<file path="config.mk">
export PLATFORM = sky130hd
export DESIGN_NAME = average_true_range
export DESIGN_NICKNAME = d
export VERILOG_FILES = /design/src/rtl/atr_pkg.sv /design/src/rtl/average_true_range.sv /design/src/rtl/atr_div.sv /design/src/rtl/atr_datapath.sv /design/src/rtl/atr_ctrl.sv
export SDC_FILE = /design/constraint.sdc
export NUM_CORES = 2
export LEC_CHECK = 0
export BUFFER_PORTS_ARGS = -buffer_cell sky130_fd_sc_hd__buf_2
export CAP_MARGIN = 30
export CORE_MARGIN = 5
export CORE_UTILIZATION = 45
export DETAILED_ROUTE_END_ITERATION = 6
export HOLD_SLACK_MARGIN = 0.1
export PLACE_DENSITY_LB_ADDON = 0.25
export SLEW_MARGIN = 30
export SYNTH_ARGS = -nofsm -noshare
export SYNTH_HDL_FRONTEND = slang
export SYNTH_SLANG_ARGS = --single-unit
</file>
<file path="constraint.sdc">
create_clock -name clk -period 17.7 [get_ports clk]
set_clock_uncertainty 0.05 [all_clocks]
set_input_delay 2.655 -clock clk [delete_from_list [all_inputs] [get_ports clk]]
set_output_delay 2.655 -clock clk [all_outputs]
set_load 0.02 [all_outputs]
</file>
<file path="src/rtl/atr_pkg.sv">
// Shared types and constants for the average true range block.
package atr_pkg;

	// Smoothing period after reset
	localparam int PERIOD_RESET = 14;

	// Controller states
	typedef enum logic [2:0] {
		ST_IDLE,
		ST_RANGE,
		ST_ACCUM,
		ST_SMOOTH,
		ST_SMLOAD,
		ST_DIV,
		ST_EMIT_ZERO,
		ST_EMIT_AVG
	} atr_state_t;

	// Commands from controller to datapath
	typedef struct packed {
		logic capture;
		logic range_step;
		logic accum_step;
		logic seed_load;
		logic smooth_step;
		logic smooth_load;
		logic emit_zero;
		logic emit_avg;
	} atr_cmd_t;

	// Status from datapath to controller
	typedef struct packed {
		logic first_bar;
		logic accumulate;
		logic seed_bar;
		logic div_busy;
		logic out_busy;
	} atr_status_t;

endpackage

</file>
<file path="src/rtl/average_true_range.sv">
// Top level of the Wilder average true range block.
//
//   channel  | transfer on           | contents
//   ---------+-----------------------+------------------------------------------
//   s_axis   | tvalid & tready       | one price bar (high, low, close, start)
//   m_axis   | tvalid & tready       | one average per bar, with valid flag
//   cfg      | cfg_wr_en             | smoothing period
//
// A bar is taken, then worked on alone until the block is idle again: a first bar passes range
// and emit, a warm-up bar range, sum and emit, the seed bar range, sum, division and emit, and a
// smoothing bar range, smoothing, divider load, division and emit; the serial divider yields
// one quotient bit a cycle. A result that is not taken holds the block in its emit state.
// One finished result waits in the output register while the next bar is taken.
// Reset is asynchronous and active low; the period returns to 14.
module average_true_range import atr_pkg::*; #(
	parameter int PRICE_BITS  = 32,
	parameter int PERIOD_BITS = 10
) (
	input  logic                                  clk,
	input  logic                                  arst_n,
	input  logic                                  cfg_wr_en,
	input  logic [PERIOD_BITS-1:0]                cfg_wr_data,
	input  logic                                  s_axis_tvalid,
	output logic                                  s_axis_tready,
	// bar_high, bar_low, bar_close, zero fill
	input  logic [((3*PRICE_BITS+7)/8)*8-1:0]     s_axis_tdata,
	// series_start
	input  logic [0:0]                            s_axis_tuser,
	output logic                                  m_axis_tvalid,
	input  logic                                  m_axis_tready,
	// range_average, zero fill
	output logic [((PRICE_BITS+7)/8)*8-1:0]       m_axis_tdata,
	// average_valid
	output logic [0:0]                            m_axis_tuser
);

	localparam int OUT_W = ((PRICE_BITS + 7) / 8) * 8;

	atr_cmd_t              cmd;
	atr_status_t           stat;
	logic [PRICE_BITS-1:0] range_average;
	logic                  average_valid;

	atr_ctrl u_ctrl (
		.clk      (clk),
		.arst_n   (arst_n),
		.in_valid (s_axis_tvalid),
		.in_ready (s_axis_tready),
		.stat     (stat),
		.cmd      (cmd)
	);

	atr_datapath #(
		.PRICE_BITS  (PRICE_BITS),
		.PERIOD_BITS (PERIOD_BITS)
	) u_dp (
		.clk           (clk),
		.arst_n        (arst_n),
		.cmd           (cmd),
		.stat          (stat),
		.cfg_wr_en     (cfg_wr_en),
		.cfg_wr_data   (cfg_wr_data),
		.bar_high      (s_axis_tdata[PRICE_BITS-1:0]),
		.bar_low       (s_axis_tdata[2*PRICE_BITS-1:PRICE_BITS]),
		.bar_close     (s_axis_tdata[3*PRICE_BITS-1:2*PRICE_BITS]),
		.series_start  (s_axis_tuser[0]),
		.out_ready     (m_axis_tready),
		.out_valid     (m_axis_tvalid),
		.range_average (range_average),
		.average_valid (average_valid)
	);

	assign m_axis_tdata    = OUT_W'(range_average);
	assign m_axis_tuser[0] = average_valid;

endmodule

</file>
<file path="src/rtl/atr_div.sv">
// Restoring serial divider, one quotient bit per cycle.
module atr_div import atr_pkg::*; #(
	parameter int DW = 43,
	parameter int VW = 10
) (
	input  logic          clk,
	input  logic          arst_n,
	input  logic          load,
	input  logic [DW-1:0] dividend,
	input  logic [VW-1:0] divisor,
	output logic          busy,
	output logic [DW-1:0] quotient
);

	localparam int CW = $clog2(DW + 1);

	logic [DW-1:0] quo_q;
	logic [VW-1:0] rem_q;
	logic [CW-1:0] cnt_q;
	logic          busy_q;
	logic [VW:0]   rem_sh;
	logic [VW:0]   diff;
	logic          fits;

	// Trial subtract of the divisor from the shifted remainder
	assign rem_sh = {rem_q, quo_q[DW-1]};
	assign diff   = rem_sh - {1'b0, divisor};
	assign fits   = rem_sh >= {1'b0, divisor};

	// Iteration control
	always_ff @(posedge clk or negedge arst_n) begin
		if (!arst_n) begin
			busy_q <= 1'b0;
			cnt_q  <= '0;
		end else if (load) begin
			busy_q <= 1'b1;
			cnt_q  <= CW'(DW);
		end else if (busy_q) begin
			cnt_q <= cnt_q - CW'(1);
			if (cnt_q == CW'(1)) begin
				busy_q <= 1'b0;
			end
		end
	end

	// Shift the dividend through the remainder, collecting quotient bits
	always_ff @(posedge clk) begin
		if (load) begin
			quo_q <= dividend;
			rem_q <= '0;
		end else if (busy_q) begin
			quo_q <= {quo_q[DW-2:0], fits};
			rem_q <= fits ? diff[VW-1:0] : rem_sh[VW-1:0];
		end
	end

	assign busy     = busy_q;
	assign quotient = quo_q;

endmodule

</file>
<file path="src/rtl/atr_datapath.sv">
// Datapath: bar registers, true range, warm-up sum, smoothing and result register.
module atr_datapath import atr_pkg::*; #(
	parameter int PRICE_BITS  = 32,
	parameter int PERIOD_BITS = 10
) (
	input  logic                   clk,
	input  logic                   arst_n,
	input  atr_cmd_t               cmd,
	output atr_status_t            stat,
	input  logic                   cfg_wr_en,
	input  logic [PERIOD_BITS-1:0] cfg_wr_data,
	input  logic [PRICE_BITS-1:0]  bar_high,
	input  logic [PRICE_BITS-1:0]  bar_low,
	input  logic [PRICE_BITS-1:0]  bar_close,
	input  logic                   series_start,
	input  logic                   out_ready,
	output logic                   out_valid,
	output logic [PRICE_BITS-1:0]  range_average,
	output logic                   average_valid
);

	localparam int PW = PRICE_BITS;
	localparam int VW = PERIOD_BITS;
	localparam int SW = PW + VW;
	localparam int DW = SW + 1;

	logic [VW-1:0] period_cfg_q;
	logic [VW-1:0] period_q;
	logic [PW-1:0] high_q;
	logic [PW-1:0] low_q;
	logic [PW-1:0] close_q;
	logic          start_q;
	logic [PW-1:0] prev_close_q;
	logic [VW:0]   bars_q;
	logic [SW-1:0] sum_q;
	logic [PW-1:0] avg_q;
	logic [PW-1:0] tr_q;
	logic [SW-1:0] prod_q;
	logic          out_valid_q;
	logic [PW-1:0] out_avg_q;
	logic          out_flag_q;

	logic [PW-1:0] d_hl;
	logic [PW-1:0] d_hc;
	logic [PW-1:0] d_lc;
	logic [PW-1:0] tr_a;
	logic [PW-1:0] tr;
	logic [SW-1:0] sum_next;
	logic          div_load;
	logic [DW-1:0] div_dividend;
	logic          div_busy;
	logic [DW-1:0] div_quotient;

	// Configuration register
	always_ff @(posedge clk or negedge arst_n) begin
		if (!arst_n) begin
			period_cfg_q <= VW'(PERIOD_RESET);
		end else if (cfg_wr_en) begin
			period_cfg_q <= cfg_wr_data;
		end
	end

	// Capture the bar and the period in force for it; a zero period acts as one
	always_ff @(posedge clk) begin
		if (cmd.capture) begin
			high_q   <= bar_high;
			low_q    <= bar_low;
			close_q  <= bar_close;
			start_q  <= series_start;
			period_q <= (period_cfg_q == '0) ? VW'(1) : period_cfg_q;
		end
	end

	// True range: largest of high-low and the distances to the previous close
	assign d_hl = (high_q >= low_q) ? high_q - low_q : '0;
	assign d_hc = (high_q >= prev_close_q) ? high_q - prev_close_q : prev_close_q - high_q;
	assign d_lc = (low_q >= prev_close_q) ? low_q - prev_close_q : prev_close_q - low_q;
	assign tr_a = (d_hc > d_hl) ? d_hc : d_hl;
	assign tr   = (d_lc > tr_a) ? d_lc : tr_a;

	assign sum_next = sum_q + SW'(tr_q);

	// Series state
	always_ff @(posedge clk or negedge arst_n) begin
		if (!arst_n) begin
			prev_close_q <= '0;
			bars_q       <= '0;
			sum_q        <= '0;
			avg_q        <= '0;
		end else begin
			if (cmd.range_step) begin
				prev_close_q <= close_q;
				if (stat.first_bar) begin
					bars_q <= (VW+1)'(1);
					sum_q  <= '0;
					avg_q  <= '0;
				end
			end
			if (cmd.accum_step) begin
				sum_q  <= sum_next;
				bars_q <= bars_q + (VW+1)'(1);
			end
			if (cmd.smooth_step) begin
				bars_q <= {1'b0, period_q} + (VW+1)'(1);
			end
			if (cmd.emit_avg) begin
				avg_q <= div_quotient[PW-1:0];
			end
		end
	end

	// Hold the true range and the smoothing product
	always_ff @(posedge clk) begin
		if (cmd.range_step) begin
			tr_q <= tr;
		end
		if (cmd.smooth_step) begin
			prod_q <= SW'(avg_q) * SW'(period_q - VW'(1));
		end
	end

	// Divide the seed sum or the smoothing numerator by the period
	assign div_load     = cmd.seed_load | cmd.smooth_load;
	assign div_dividend = cmd.seed_load ? DW'(sum_next) : DW'(prod_q) + DW'(tr_q);

	atr_div #(
		.DW(DW),
		.VW(VW)
	) u_div (
		.clk      (clk),
		.arst_n   (arst_n),
		.load     (div_load),
		.dividend (div_dividend),
		.divisor  (period_q),
		.busy     (div_busy),
		.quotient (div_quotient)
	);

	// Result register; a new result may replace one taken in the same cycle
	always_ff @(posedge clk or negedge arst_n) begin
		if (!arst_n) begin
			out_valid_q <= 1'b0;
		end else if (cmd.emit_zero || cmd.emit_avg) begin
			out_valid_q <= 1'b1;
		end else if (out_ready) begin
			out_valid_q <= 1'b0;
		end
	end

	always_ff @(posedge clk) begin
		if (cmd.emit_zero) begin
			out_avg_q  <= '0;
			out_flag_q <= 1'b0;
		end else if (cmd.emit_avg) begin
			out_avg_q  <= div_quotient[PW-1:0];
			out_flag_q <= 1'b1;
		end
	end

	// Status toward the controller
	assign stat.first_bar  = start_q || (bars_q == '0);
	assign stat.accumulate = bars_q <= {1'b0, period_q};
	assign stat.seed_bar   = bars_q == {1'b0, period_q};
	assign stat.div_busy   = div_busy;
	assign stat.out_busy   = out_valid_q && !out_ready;

	assign out_valid     = out_valid_q;
	assign range_average = out_avg_q;
	assign average_valid = out_flag_q;

endmodule

</file>
<file path="src/rtl/atr_ctrl.sv">
// Controller: sequences one bar through range, sum or smoothing, division and result.
module atr_ctrl import atr_pkg::*; (
	input  logic        clk,
	input  logic        arst_n,
	input  logic        in_valid,
	output logic        in_ready,
	input  atr_status_t stat,
	output atr_cmd_t    cmd
);

	atr_state_t state_q;
	atr_state_t state_next;

	// State register
	always_ff @(posedge clk or negedge arst_n) begin
		if (!arst_n) begin
			state_q <= ST_IDLE;
		end else begin
			state_q <= state_next;
		end
	end

	// Next state
	always_comb begin
		state_next = state_q;
		unique case (state_q)
			ST_IDLE: begin
				if (in_valid) state_next = ST_RANGE;
			end
			ST_RANGE: begin
				if (stat.first_bar) state_next = ST_EMIT_ZERO;
				else if (stat.accumulate) state_next = ST_ACCUM;
				else state_next = ST_SMOOTH;
			end
			ST_ACCUM: begin
				state_next = stat.seed_bar ? ST_DIV : ST_EMIT_ZERO;
			end
			ST_SMOOTH: begin
				state_next = ST_SMLOAD;
			end
			ST_SMLOAD: begin
				state_next = ST_DIV;
			end
			ST_DIV: begin
				if (!stat.div_busy) state_next = ST_EMIT_AVG;
			end
			ST_EMIT_ZERO, ST_EMIT_AVG: begin
				if (!stat.out_busy) state_next = ST_IDLE;
			end
			default: begin
				state_next = ST_IDLE;
			end
		endcase
	end

	// Commands
	always_comb begin
		cmd         = '0;
		in_ready    = 1'b0;
		unique case (state_q)
			ST_IDLE: begin
				in_ready    = 1'b1;
				cmd.capture = in_valid;
			end
			ST_RANGE: begin
				cmd.range_step = 1'b1;
			end
			ST_ACCUM: begin
				cmd.accum_step = 1'b1;
				cmd.seed_load  = stat.seed_bar;
			end
			ST_SMOOTH: begin
				cmd.smooth_step = 1'b1;
			end
			ST_SMLOAD: begin
				cmd.smooth_load = 1'b1;
			end
			ST_DIV: begin
			end
			ST_EMIT_ZERO: begin
				cmd.emit_zero = !stat.out_busy;
			end
			ST_EMIT_AVG: begin
				cmd.emit_avg = !stat.out_busy;
			end
			default: begin
			end
		endcase
	end

endmodule

</file>
==> Yosys cells after proc, flatten, opt, wreduce, memory -nomap -nowiden <==
Index checks and enable logic that the tools add are counted.
{ "totals": {"ff_bits": 405, "inputBits": 112, "out_inout_bits": 35} }
{ "classes": {"n_addsub": 12, "n_mul": 1, "order_cmp": 7, "n_eq_ne": 12, "n_mux": 41, "n_bitwise": 1, "n_reduce_logical": 21} }
{ "op_table": {"columns": ["op", "n"], "rows": [
  ["two-way mux 32 bit", 8],
  ["subtractor 32 bit", 5],
  ["two-way mux 43 bit", 3],
  ["two-way mux 42 bit", 3],
  ["greater-or-equal comparator 32 bit", 3],
  ["> comparator 32 bit", 2],
  ["two-way mux 11 bit", 4],
  ["adder 42 x 32 -> 43 bit", 1],
  ["adder 42 x 32 -> 42 bit", 1],
  ["multiplier 32 x 42 -> 42 bit", 1],
  ["case mux 3 bit (7 select lines)", 1],
  ["two-way mux 1 bit", 13],
  ["equality test 3 bit (second input constant)", 4],
  ["two-way mux 3 bit", 4],
  ["two-way mux 6 bit", 2],
  ["nonzero test 2 bit", 6],
  ["adder 10 x 1 -> 11 bit (second input constant)", 1],
  ["adder 11 x 1 -> 11 bit (second input constant)", 1],
  ["equality test 11 x 10 -> 1 bit", 1],
  ["greater-or-equal comparator 11 x 10 -> 1 bit", 1],
  ["less-or-equal comparator 11 x 10 -> 1 bit", 1],
  ["zero test 11 bit", 1],
  ["subtractor 10 x 1 -> 11 bit (second input constant)", 1],
  ["zero test 10 bit", 1],
  ["other kinds (17)", 26]
]} }

==> Logic depth before layout (Yosys ltp) <==
{ "depth": {"word_depth": 6, "depth_mapped": 38, "depth_no_buf": 33} }

==> Hierarchy <==
Synthesis repeated with hierarchy kept, for this count alone.
{ "unflattened": {"cells_unflattened": 4557, "area_unflattened_um2": 41538.6} }
{ "modules_own_cells": {"columns": ["module", "n_inst", "cells_per_inst", "area_per_inst_um2", "seq_area_each_um2"], "rows": [
  ["atr_datapath", 1, 4267, 38152.8, 9302.7],
  ["atr_div", 1, 257, 3136.8, 1666.6],
  ["atr_ctrl", 1, 33, 249.0, 75.1]
]} }

==> Worst setup path after synthesis <==
Ideal clock, no wire load.
{ "synth_timing": {"path_type": "reg-to-reg", "startpoint": "register u_dp.period_q[0]", "endpoint": "register u_dp.prod_q[34] (data pin)", "arrival_ns": 8.613, "t_required_ns": 17.392, "setup_slack_ns": 8.779, "stages_incl_launch_ff": 32, "n_path_buf": 4, "cell_sequence": "edfxtp_1 inv_1 clkbuf_1 ha_1 nand4_1 nor3_1 clkbuf_1 clkbuf_1 nand2_1 fa_1 fa_1 inv_1 fa_1 inv_1 fa_1 inv_1 ha_1 xnor2_1 fa_1 fa_1 fa_1 ha_1 clkbuf_1 a21oi_1 o21bai_1 a21o_1 a21o_1 a21oi_1 nor2b_1 a311o_1 a21oi_1 xnor2_1"} }
{ "synth_via": {"elab_chain_cells": 2} }
{ "synth_rtl": {"columns": ["element", "line_no", "source"], "rows": [
  ["start, declared", "atr_datapath.sv:28", "logic [VW-1:0] period_q;"],
  ["start signal, assigned", "atr_datapath.sv:70", "period_q <= (period_cfg_q == '0) ? VW'(1) : period_cfg_q;"],
  ["subtractor 10 x 1 -> 11 bit", "atr_datapath.sv:118", "prod_q <= SW'(avg_q) * SW'(period_q - VW'(1));"],
  ["multiplier 32 x 42 -> 42 bit", "atr_datapath.sv:118", null],
  ["end signal, assigned", "atr_datapath.sv:118", null],
  ["end, declared", "atr_datapath.sv:38", "logic [SW-1:0] prod_q;"]
]} }
Every way passes these cells.
A chain may end at the register's enable or synchronous reset.

==> Worst setup path after layout <==
{ "layout_timing": {"startpoint": "register u_dp.period_q[0]", "endpoint": "register u_dp.prod_q[40] (data pin)"} }
Same word-level chain as after synthesis.

==> summary.md <==
| Metric | Value |
|---|---|
| Critical path startpoint category | flip-flop |
| Sequential Power Share | roughly a fifth |
| GRT overflow | 0 |
| CTS tree | yes |
| Area growth from synthesis to layout | 7.84% |
| Hold buffers post-CTS | 0 |
| Antenna Cells | 0 |
| Postcts setup bufs | 0 |
| Int Pwr | between 3 and 4 mW |
| Syn_nets | between 6000 and 7000 |
| Maxcap violations | 0 |
| Util after Layout | between 40% and 50% |
| TritonRoute pass-1 iters | 6 |
| CTS Sinks | between 400 and 500 |
| Mapped Cells | 5008 |
| Clock root cell | clkbuf_16 |
| Post-route ant nets | 0 |
| Post-route DRC | 0 |
| Netlist Area Pre-Place | 45800 sq um |
| Synth Area per Inst | just over 9 sq um |
| Starting density of the core | 45.1% |
| CTS buffer count | 50 |
| Top_reg_cell synth | edfxtp_1 |
| Worst Hold Class | flip-flop to flip-flop |
| Period minus WS final | 9.68 ns |
| Worst Max-Slew Pin Slew | 0.933 ns |
| Setup TNS | 0 ns |
| Most frequent CP cell | fa_1 |
| Fin area | 49400 sq um |
| Cell Count Post-Placement | ~6300 |
| Initial antenna violation count | 0 |
| H-tree depth | 2 |
| Status | complete, no violations |
| Post-detailed-routing wire length | between 100 and 150 mm |
| Worst R2R Setup Slack | roughly 8.0 ns |
| Hold Violations, Final | 0 |
| Area leader, netlist | fa_1 |
| Share of the synthesized area in the top cell type | approximately 19% |
| Resize count post-CTS | 0 |
| Fin cells | 6424 |
| Crit end category | flip-flop |
| Share of cells above drive strength 1 | around 7.3% |
| Sw frac | between 40 and 50% |
| Leak | about 23 nW |
| Vias in the first global route | approximately 37000 |
| Yosys reg bits | roughly 410 |
| Clock share of power | roughly 17% |
| WL/cell | approximately 21 um |
| Overall Power | ~6.3 mW |
| VDD IR max | around 0.14 mV |
| Post-synth EDFFs | around 220 |
| Final WS setup | 8.02 ns |
| First-pass GRT wire length | between 200 and 250 mm |
| Fmax achieved | 103 MHz |
| Via count | ~36000 |
| DRT iter0 DRCs | approximately 2700 |
| Via/cell ratio | around 5.6 |
| Post-place setup slack | 8.07 ns |
| Yosys warns | 0 |
| I/O pin count | 147 |
| Detail Placement HPWL | 107 mm |
| Asr flop ratio synth | 34.1% |
| Critical-path maximum fanout | 32 |
| RSZ-0062 raised after global routing | false |
| Seq/Total Area, Yosys | between 20% and 30% |
| Ratio of final minimum period to clock period | approximately 55% |
| Final count of pins violating max slew | 0 |
| Largest net degree at the start of global routing | approximately 80 |
| Die Y | approximately 330 um |
| Port bufs | 146 |
| Worst EP required | 18.01 ns |
| Core area | just over 100000 sq um |
| Crit path largest cell delay | 0.96 ns |
| Slowest-stage cell, CP | fa_1 |
| Setup CP Type | flip-flop to flip-flop |
| Area after DPL | roughly 48000 sq um |
| Clock Latency Late Sink | roughly 0.63 ns |
| Synth area leaders | fa_1 19%, edfxtp_1 15%, ha_1 12% |
| Final setup vio count | 0 |
| Clock buffer depth | 3 |
| Die Wd | about 330 um |
| Num rows | between 100 and 150 |
| Comb pwr share | ~63% |
| Sw Pwr | around 2.8 mW |
| Worst-path clk slew | around 0.06 ns |
| Die area | 108000 sq um |
| Slew HR | approximately 38% |
| Power per cell area | between 100 and 150 nW/um^2 |
| Hold WS | approximately 0.4 ns |
| GRT Overall Usage | approximately a quarter |
| Worst EP arrival | 9.99 ns |
| GP Congestion | approximately 0.98 |
| Final Net Count | 6025 |
| Distinct cells, synth | slightly above 100 |
[cell usage after synthesis, types with 43 or more instances]
cell and number:
clkbuf_1 167, a21oi_1 321, inv_1 601, dfxtp_1 43
nor2b_1 82, mux2i_1 59, nand2b_1 45, nand3_1 69
nor3_1 50, xor2_1 77, edfxtp_1 224, a21o_1 148
nand4_1 70, nor2_1 205, a211oi_1 50, fa_1 442
ha_1 453, and2_1 167, xnor2_1 163, nand2_1 607
o21ai_0 272, dfrtp_1 135
[worst paths after layout]
path | startpoint | to | cells after the start
hold / removal | u_dp.range_average[27] | u_dp.range_average[27] | 2
min in group asynchronous | arst_n | u_dp.avg_q[16] | 1
hold reg to reg | u_dp.range_average[27] | u_dp.range_average[27] | 2
setup reg to reg | u_dp.period_q[0] | u_dp.prod_q[40] | 29
max in group asynchronous | arst_n | u_dp.sum_q[12] | 2
setup / recovery | u_dp.period_q[0] | u_dp.prod_q[40] | 29
[power by group through the flow]
stage / Combinational (mW) / Clock (mW) / Sequential (mW)
floorplan: 2.98 / 0 / 1.24
global placement: 3.90 / 0 / 1.28
detailed placement: 3.86 / 0 / 1.28
CTS: 3.97 / 1.08 / 1.26
global route: 4.46 / 1.12 / 1.26
finish: 3.95 / 1.05 / 1.26
[layout make-up]
type,instances,area (sq um)
fill,9632,52100
multi-input combinational,3773,31700
sequential,405,11000
inverter,604,2270
tap,1368,1710
clock buffer,69,1420
timing repair buffer,184,1060
clock inverter,21,234
[routing by layer]
layer	vias up	track usage, %	share of wire, %
met1	17800	33.5	45
met4	0	7.42	3.4
met5	-	0	0
li1	17000	-	-
met2	1050	40.3	46
met3	220	3.46	5.7
[state kept, by name (all words and copies together) (netlist names), 3 cells and up]
name and count:
u_dp.u_div.quotient 43, u_dp.prod_q 42, u_dp.sum_q 42, u_dp.avg_q 32, u_dp.close_q 32, u_dp.high_q 32
u_dp.low_q 32, u_dp.prev_close_q 32, u_dp.range_average 32, u_dp.tr_q 32, u_dp.bars_q 11, u_dp.period_cfg_q 10
u_dp.period_q 10, u_dp.u_div.rem_q 10, u_dp.u_div.cnt_q 6, u_ctrl.state_q 3
[cell usage in the layout, fill, tap and decap left out, drive strengths merged, types with 18 or more instances in the layout]
| cell type | Yosys | layout |
|---|---|---|
| xnor2 | 166 | 166 |
| nand2b | 45 | 45 |
| nor3 | 50 | 50 |
| a21oi | 324 | 324 |
| clkbuf | 167 | 70 |
| buf | 59 | 183 |
| dfrtp | 135 | 135 |
| a211oi | 52 | 52 |
| xor2 | 77 | 77 |
| inv | 603 | 610 |
| mux2i | 59 | 59 |
| nor2 | 205 | 205 |
| mux2 | 20 | 20 |
| and3 | 29 | 29 |
| dfxtp | 43 | 43 |
| nand3 | 69 | 69 |
| a21boi | 18 | 18 |
| o211ai | 27 | 27 |
| nand2 | 610 | 610 |
| edfxtp | 224 | 224 |
| and2 | 168 | 168 |
| nor2b | 83 | 83 |
| a31oi | 34 | 34 |
| fa | 442 | 442 |
| o22ai | 33 | 33 |
| o21bai | 31 | 31 |
| nand4 | 70 | 70 |
| ha | 453 | 453 |
| o21a | 38 | 38 |
| a21o | 148 | 148 |
| o21ai | 289 | 289 |
| o31ai | 22 | 22 |
[worst max-delay path, delay by kind of cell (launching register included)]
family | cells | cell delay (ns)
buf+inv | 7 | 1.56
fa+ha+maj | 10 | 5.12
xor+xnor | 2 | 0.32
simple gates | 4 | 0.78
flops | 1 | 0.36
compound gates | 6 | 1.16
[cells by family after synthesis]
kind of cell	Yosys count	synth area share [%]
and+or+nand+nor	1408	14.7
AOI/OAI and AO/OA	1148	16.0
adders and majority gates	895	31.7
buffers and inverters	830	7.06
DFF	405	24.1
xor gates and xnor gates	243	4.70
muxes	79	1.78
Power figures use the tool's default switching activity.
